==> src/hw/rtl/ptt_pkg.sv <==
package ptt_pkg;

    localparam int TABLE_SLOTS = 128;
    localparam int SLOT_W      = 7;
    localparam int FRAME_W     = 8;
    localparam int FLAGS_W     = 3;
    localparam int PA_W        = 14;
    localparam int VA_W        = 32;
    localparam int COUNT_W     = 8;

    localparam int FLAG_RO    = 0;
    localparam int FLAG_USED  = 1;
    localparam int FLAG_DIRTY = 2;

    typedef enum logic [1:0] {
        CMD_WRITE_ENTRY = 2'd0,
        CMD_TRANSLATE   = 2'd1,
        CMD_READ_ENTRY  = 2'd2
    } cmd_t;

    typedef enum logic [1:0] {
        FAULT_NONE      = 2'd0,
        FAULT_ADDRESS   = 2'd1,
        FAULT_READ_ONLY = 2'd2,
        FAULT_BUS       = 2'd3
    } fault_t;

endpackage

==> src/hw/rtl/ptt_ram.sv <==
module ptt_ram #(
    parameter int WIDTH = 8,
    parameter int DEPTH = 128
) (
    input  logic                     clk,
    input  logic                     we,
    input  logic [$clog2(DEPTH)-1:0] waddr,
    input  logic [WIDTH-1:0]         wdata,
    input  logic                     re,
    input  logic [$clog2(DEPTH)-1:0] raddr,
    output logic [WIDTH-1:0]         rdata
);

    logic [WIDTH-1:0] mem [DEPTH];

    always_ff @(posedge clk)
    begin
        if (we)
        begin
            mem[waddr] <= wdata;
        end
        if (re)
        begin
            rdata <= mem[raddr];
        end
    end

endmodule

==> src/hw/rtl/page_table_translate.sv <==
// An accepted beat is registered into the table read and the lookup stage, then
// into the output register; in_stall stays high and no new beat is taken until the
// previous one has left the lookup stage. The table read is followed by the flag write-back.
// A stalled output holds the result; the next beat is taken as soon as it is parked.
// Reset clears the valid flags and the page limit to 0; table contents are
// undefined until written.
module page_table_translate #(
    parameter int PAGE_BYTES  = 128,
    parameter int PHYS_FRAMES = 128
) (
    input  logic                         clk,
    input  logic                         rst_n,

    input  logic                         cfg_valid,
    output logic                         cfg_ready,
    input  logic [ptt_pkg::COUNT_W-1:0]  pages_in_use,

    input  logic                         in_valid,
    output logic                         in_stall,
    input  logic [1:0]                   command,
    input  logic [ptt_pkg::VA_W-1:0]     virtual_address,
    input  logic                         is_write,
    input  logic [ptt_pkg::SLOT_W-1:0]   slot_index,
    input  logic [ptt_pkg::FRAME_W-1:0]  slot_frame,
    input  logic                         slot_read_only,

    output logic                         out_valid,
    input  logic                         out_stall,
    output logic [ptt_pkg::PA_W-1:0]     physical_address,
    output logic [1:0]                   fault,
    output logic                         was_used,
    output logic                         was_dirty
);

    import ptt_pkg::*;

    localparam int OFF_W = $clog2(PAGE_BYTES);
    localparam int VPN_W = VA_W - OFF_W;
    localparam int CAT_W = FRAME_W + OFF_W + PA_W;

    typedef struct packed {
        cmd_t             cmd;
        logic             wr;
        logic             addr_err;
        logic [SLOT_W-1:0] idx;
        logic [OFF_W-1:0] off;
    } stage_t;

    logic [COUNT_W-1:0] limit_reg;
    logic               busy_reg;
    stage_t             stage_reg;
    logic               out_valid_reg;
    logic [PA_W-1:0]    pa_reg;
    fault_t             fault_reg;
    logic               used_reg;
    logic               dirty_reg;

    logic               accept;
    logic               done;
    cmd_t               cmd_in;
    logic [VPN_W-1:0]   vpn;
    logic [SLOT_W-1:0]  rd_idx;
    logic [FRAME_W-1:0] frame_rd;
    logic [FLAGS_W-1:0] flags_rd;

    logic               frame_we;
    logic               flags_we;
    logic [SLOT_W-1:0]  flags_waddr;
    logic [FLAGS_W-1:0] flags_wdata;

    logic [PA_W-1:0]    pa_next;
    fault_t             fault_next;
    logic               used_next;
    logic               dirty_next;
    logic               mark_ok;
    logic [CAT_W-1:0]   pa_wide;

    assign cfg_ready = 1'b1;
    assign in_stall  = busy_reg;
    assign accept    = in_valid && !busy_reg;
    assign done      = busy_reg && (!out_valid_reg || !out_stall);
    assign cmd_in    = cmd_t'(command);
    assign vpn       = virtual_address[VA_W-1:OFF_W];
    assign rd_idx    = (cmd_in == CMD_TRANSLATE) ? vpn[SLOT_W-1:0] : slot_index;

    always_ff @(posedge clk or negedge rst_n)
    begin
        if (!rst_n)
        begin
            limit_reg     <= '0;
            busy_reg      <= 1'b0;
            out_valid_reg <= 1'b0;
        end
        else
        begin
            if (cfg_valid && cfg_ready)
            begin
                limit_reg <= (pages_in_use > COUNT_W'(TABLE_SLOTS)) ?
                             COUNT_W'(TABLE_SLOTS) : pages_in_use;
            end
            if (accept)
            begin
                busy_reg <= 1'b1;
            end
            else if (done)
            begin
                busy_reg <= 1'b0;
            end
            if (done)
            begin
                out_valid_reg <= 1'b1;
            end
            else if (!out_stall)
            begin
                out_valid_reg <= 1'b0;
            end
        end
    end

    always_ff @(posedge clk)
    begin
        if (accept)
        begin
            stage_reg.cmd      <= cmd_in;
            stage_reg.wr       <= is_write;
            stage_reg.addr_err <= vpn >= VPN_W'(limit_reg);
            stage_reg.idx      <= rd_idx;
            stage_reg.off      <= virtual_address[OFF_W-1:0];
        end
        if (done)
        begin
            pa_reg    <= pa_next;
            fault_reg <= fault_next;
            used_reg  <= used_next;
            dirty_reg <= dirty_next;
        end
    end

    assign frame_we = accept && (cmd_in == CMD_WRITE_ENTRY);

    ptt_ram #(
        .WIDTH (FRAME_W),
        .DEPTH (TABLE_SLOTS)
    ) u_frame_ram (
        .clk   (clk),
        .we    (frame_we),
        .waddr (slot_index),
        .wdata (slot_frame),
        .re    (accept),
        .raddr (rd_idx),
        .rdata (frame_rd)
    );

    ptt_ram #(
        .WIDTH (FLAGS_W),
        .DEPTH (TABLE_SLOTS)
    ) u_flags_ram (
        .clk   (clk),
        .we    (flags_we),
        .waddr (flags_waddr),
        .wdata (flags_wdata),
        .re    (accept),
        .raddr (rd_idx),
        .rdata (flags_rd)
    );

    assign pa_wide = {{PA_W{1'b0}}, frame_rd, stage_reg.off};

    always_comb
    begin
        pa_next    = '0;
        fault_next = FAULT_NONE;
        used_next  = 1'b0;
        dirty_next = 1'b0;
        mark_ok    = 1'b0;
        unique case (stage_reg.cmd)
            CMD_TRANSLATE:
            begin
                priority if (stage_reg.addr_err)
                begin
                    fault_next = FAULT_ADDRESS;
                end
                else if (stage_reg.wr && flags_rd[FLAG_RO])
                begin
                    fault_next = FAULT_READ_ONLY;
                end
                else if ({1'b0, frame_rd} >= (FRAME_W+1)'(PHYS_FRAMES))
                begin
                    fault_next = FAULT_BUS;
                end
                else
                begin
                    mark_ok = 1'b1;
                    pa_next = pa_wide[PA_W-1:0];
                end
            end
            CMD_READ_ENTRY:
            begin
                used_next  = flags_rd[FLAG_USED];
                dirty_next = flags_rd[FLAG_DIRTY];
            end
            default:
            begin
                pa_next = '0;
            end
        endcase
    end

    always_comb
    begin
        flags_we    = 1'b0;
        flags_waddr = slot_index;
        flags_wdata = '0;
        if (frame_we)
        begin
            flags_we             = 1'b1;
            flags_wdata[FLAG_RO] = slot_read_only;
        end
        else if (done && mark_ok)
        begin
            flags_we                = 1'b1;
            flags_waddr             = stage_reg.idx;
            flags_wdata             = flags_rd;
            flags_wdata[FLAG_USED]  = 1'b1;
            flags_wdata[FLAG_DIRTY] = flags_rd[FLAG_DIRTY] | stage_reg.wr;
        end
    end

    assign out_valid        = out_valid_reg;
    assign physical_address = pa_reg;
    assign fault            = fault_reg;
    assign was_used         = used_reg;
    assign was_dirty        = dirty_reg;

    a_accept_busy: assert property (@(posedge clk) disable iff (!rst_n)
        accept |=> busy_reg && !out_valid_reg || busy_reg)
        else $error("accepted beat did not enter the lookup stage");

    a_done_out: assert property (@(posedge clk) disable iff (!rst_n)
        done |=> out_valid_reg && !busy_reg)
        else $error("finished lookup did not reach the output register");

    a_fault_zero_pa: assert property (@(posedge clk) disable iff (!rst_n)
        out_valid && (fault_reg != FAULT_NONE) |-> physical_address == '0)
        else $error("faulting translation returned a nonzero address");

    a_mark_write: assert property (@(posedge clk) disable iff (!rst_n)
        flags_we && !frame_we |-> done && (stage_reg.cmd == CMD_TRANSLATE)
            && !stage_reg.addr_err)
        else $error("flag write-back outside a successful translation");

    a_hold_stalled: assert property (@(posedge clk) disable iff (!rst_n)
        out_valid && out_stall |=> $stable(pa_reg) && $stable(fault_reg))
        else $error("parked result changed under stall");

endmodule

==> config.mk <==
export PLATFORM = sky130hd
export DESIGN_NAME = page_table_translate
export DESIGN_NICKNAME = d
export VERILOG_FILES = /design/src/hw/rtl/ptt_pkg.sv /design/src/hw/rtl/ptt_ram.sv /design/src/hw/rtl/page_table_translate.sv
export SDC_FILE = /design/constraint.sdc
export NUM_CORES = 2
export LEC_CHECK = 0
export ABC_AREA = 1
export BUFFER_PORTS_ARGS = -buffer_cell sky130_fd_sc_hd__buf_2
export CAP_MARGIN = 20
export CELL_PAD_IN_SITES_DETAIL_PLACEMENT = 2
export CELL_PAD_IN_SITES_GLOBAL_PLACEMENT = 2
export CORE_MARGIN = 2
export CORE_UTILIZATION = 38
export DETAILED_ROUTE_END_ITERATION = 12
export MAX_ROUTING_LAYER = met4
export PLACE_DENSITY_LB_ADDON = 0.1
export SETUP_SLACK_MARGIN = 0.3
export SLEW_MARGIN = 20
export SYNTH_ARGS = -nofsm -noshare
export SYNTH_HDL_FRONTEND = slang
export SYNTH_SLANG_ARGS = --single-unit
==> constraint.sdc <==
create_clock -name clk -period 5.7 [get_ports clk]
set_input_delay 0.57 -clock clk [delete_from_list [all_inputs] [get_ports clk]]
set_output_delay 0.57 -clock clk [all_outputs]
set_load 0.03 [all_outputs]
==> run summary <==
Syn Nets = 6556
Die Width = 418 um
Launching instance or port of the critical path = command[1]
Number of cells traversed by the worst register-to-register path = 8
Top cell types by occurrence after synthesis = sky130_fd_sc_hd__nand2_1, sky130_fd_sc_hd__edfxtp_1, sky130_fd_sc_hd__nand3_1
Worst setup endpoint = u_frame_ram.rdata[5]
Number of distinct standard cells referenced by the synthesized netlist = 33
Most frequent cell after synthesis = sky130_fd_sc_hd__nand2_1
Area Growth Syn to Fin = 12.6%
FP Rows = 152
Leakage power total = 0.0307 uW
Crit path max fanout = 74
Slew margin rel. = 26.6%
Vias in the first global route = 50.8k
GPL Wtd Cong = 0.787
Maximum Capacitance Violations = 0
Dominant cells by area after synthesis = sky130_fd_sc_hd__edfxtp_1, sky130_fd_sc_hd__nand3_1, sky130_fd_sc_hd__nand2_1
Buffers inserted during post-CTS setup optimization = 0
Routed wire length = 226000 um
Synth area leader = sky130_fd_sc_hd__edfxtp_1
Setup TNS = 0 ps
Via count normalized by instance count = 5.21
H-tree levels = 4
Input/output buffers = 83
Register with the most flip-flops = u_frame_ram.mem
Gates resized, CTS repair = 0
# fillers = 17.9k
Kind of critical path = input port to flop
RR Startpoint = u_frame_ram.rdata[7]
Share of the clock period used by the worst path = 74.7%
Detailed placer's ending HPWL = 134000 um
Power Dens Cells = 336 mW/mm^2
Routed wire per std cell = 25.5 um
Synthesis-stage register bit count = 1465
Utilization of the core after routing = 42.9%
Number of max-slew violations in the final report = 0
Cell Area, Synth = 0.0652 mm^2
Final global-route overflow total = 0
Worst-path clk slew = 60 ps
Worst setup EP type = flop
Required time of the critical path = 6260 ps
Top achievable clock speed = 235 MHz
First DRT Iteration DRCs = 2777
Run status = complete, no violations
Gate count of the mapped netlist = 6484
Footprint of the multi-input gates = 0.0146 mm^2
Wire length of the first global-routing pass = 337000 um
Floorplan die area = 0.175 mm^2
Hold Crit Class = input port to flop
Min Tclk post-route = 4260 ps
Clock buffer count from CTS = 167
Count of final hold-check violations = 0
Actual slew at the worst max-slew pin = 1100 ps
Area inside the core boundary = 0.171 mm^2
Peak ir drop on the vdd network = 0.336 mV
Synth top area share = 67.0%
Buffer type at the clock tree root = sky130_fd_sc_hd__clkbuf_16
Unrepaired setup endpoints after global routing = no
Clk sinks = 1465
Worst reg-to-reg setup slack = 1850 ps
Number of antenna violations at the first check in global routing = 9
Largest net degree at the start of global routing = 123
First-pass DRT Iterations = 5
Share of flip-flops with an asynchronous set or reset = 0.683%
Global router's overall resource usage = 26.8%
Area of placed instances = 0.0682 mm^2
Primary flip-flop cell chosen by synthesis mapping = sky130_fd_sc_hd__edfxtp_1
Post-synthesis area per instance = 10.1 um^2
Layout Nets = 6596
Remaining DRCs = 0
Worst reg2reg endpoint = u_flags_ram.mem[8][2]
Maximum number of buffers from clock root to sink = 3
Cell area after layout = 0.0734 mm^2
Sequential share of the synthesized area = 67.4%
Crit path arrival time = 4820 ps
I/O Pins = 85
CP startpoint kind = input port
Post-synth EDFFs = 1455
Fraction of layout instances using a drive strength above 1 = 6.60%
DRT antenna net count = 0
Largest clock skew in the final design = 23.2 ps
Clock tree from TritonCTS = done
Synthesis warning total = 0
Die outline height = 418 um
Initial cell density of the core = 38.1%
Vias after detailed routing = 46.3k
Area used by sequential logic in the layout = 0.0439 mm^2
Flip-flop count of the largest register, all copies and words added = 1024
Clk Latency, worst-skew pair = 810 ps
Setup violators final = 0
[per-layer routing]
metal	wire, um	vias up	track usage [%]
met1	96700	24000	33.2
met5	0	-	-
met3	7650	348	2.73
li1	-	21100	-
met4	7250	0	8.77
met2	115000	907	46.1
[stage by stage]
| stage | cells | total power, uW | hold slack, ps | setup WS (ps) |
|---|---|---|---|---|
| final | 8887 | 24700 | 46.9 | 1440 |
| after global routing | 8886 | 25500 | 50.8 | 1210 |
| after CTS | 8880 | 24900 | 0.495 | 1440 |
| after detailed placement | 8576 | 14600 | 459 | 1140 |
| after global placement | 8576 | 14600 | 454 | 1210 |
| after floorplan | 6484 | 13500 | 274 | 968 |
[power breakdown]
part	internal [uW]	total (uW)	switching, uW
sequential	11900	12000	61.7
clock	5900	10300	4400
combinational	558	2390	1830
[cell usage in the layout (no fill, tap or decap), types with 10 or more instances in the layout]
cell type                       instances
sky130_fd_sc_hd__nand4_1               14
sky130_fd_sc_hd__nand2_1             1514
sky130_fd_sc_hd__inv_1               1362
sky130_fd_sc_hd__buf_4                 83
sky130_fd_sc_hd__buf_12                30
sky130_fd_sc_hd__edfxtp_1            1455
sky130_fd_sc_hd__clkbuf_1              39
sky130_fd_sc_hd__nor4_1                13
sky130_fd_sc_hd__nand3_1             1424
sky130_fd_sc_hd__clkbuf_16            175
sky130_fd_sc_hd__dlygate4sd3_1         12
sky130_fd_sc_hd__dfrtp_1               10
sky130_fd_sc_hd__nor2_1               284
sky130_fd_sc_hd__clkinv_2              18
sky130_fd_sc_hd__clkinv_1              48
sky130_fd_sc_hd__inv_2                 10
sky130_fd_sc_hd__buf_2                 75
[kinds of logic (layout without fill, tap and decap cells)]
| family | count (synthesis) | count (layout) | synth area share (%) |
|---|---|---|---|
| AOI/OAI and AO/OA | 31 | 31 | 0.334 |
| adders and majority gates | 8 | 8 | 0.154 |
| buffers and inverters | 1709 | 1872 | 10.3 |
| DFF | 1465 | 1465 | 67.4 |
| other | 1 | 8 | 0.00575 |
| and+or+nand+nor | 3270 | 3270 | 21.8 |
[worst min path at each step]
stage	from	end	slack, ps	cells past startpoint
floorplan	rst_n	in_stall	270	0
global placement	rst_n	out_valid	450	1
detailed placement	rst_n	out_valid	460	1
CTS	pages_in_use[2]	limit_reg[2]	0.5	3
global route	pages_in_use[1]	limit_reg[1]	50	3
finish	pages_in_use[2]	limit_reg[2]	50	3
[repair_timing]
item / 4_1_cts / 5_1_grt
setup endpoints to repair: 0 / 0
hold buffers: 12 / 0
hold endpoints to repair: 21 / 0
[area by class of cell]
class,count,share of cell area (%)
Antenna cell,7,0.0239
Clock buffer,214,6.17
Clock inverter,78,0.738
Inverter,1375,7.05
Multi-Input combinational cell,3310,19.9
Sequential cell,1465,59.9
Tap cell,2233,3.81
Timing Repair Buffer,205,2.42
[worst max-delay path, stage by stage]
cell and delay [ps]:
sky130_fd_sc_hd__dlygate4sd3_1 520, sky130_fd_sc_hd__buf_2 150, sky130_fd_sc_hd__inv_1 110, sky130_fd_sc_hd__nand2_1 80, sky130_fd_sc_hd__buf_4 260, sky130_fd_sc_hd__nand2_1 330, sky130_fd_sc_hd__nand2_4 820, sky130_fd_sc_hd__buf_12 410
sky130_fd_sc_hd__nand2_1 100, sky130_fd_sc_hd__nand3_1 90, sky130_fd_sc_hd__nand3_1 160, sky130_fd_sc_hd__nand3_1 160, sky130_fd_sc_hd__nand3_1 150, sky130_fd_sc_hd__nand3_1 350, sky130_fd_sc_hd__nand2_1 260, sky130_fd_sc_hd__nand2_1 170
sky130_fd_sc_hd__nand2_1 60
No activity file was read; power rests on OpenSTA's default activity.
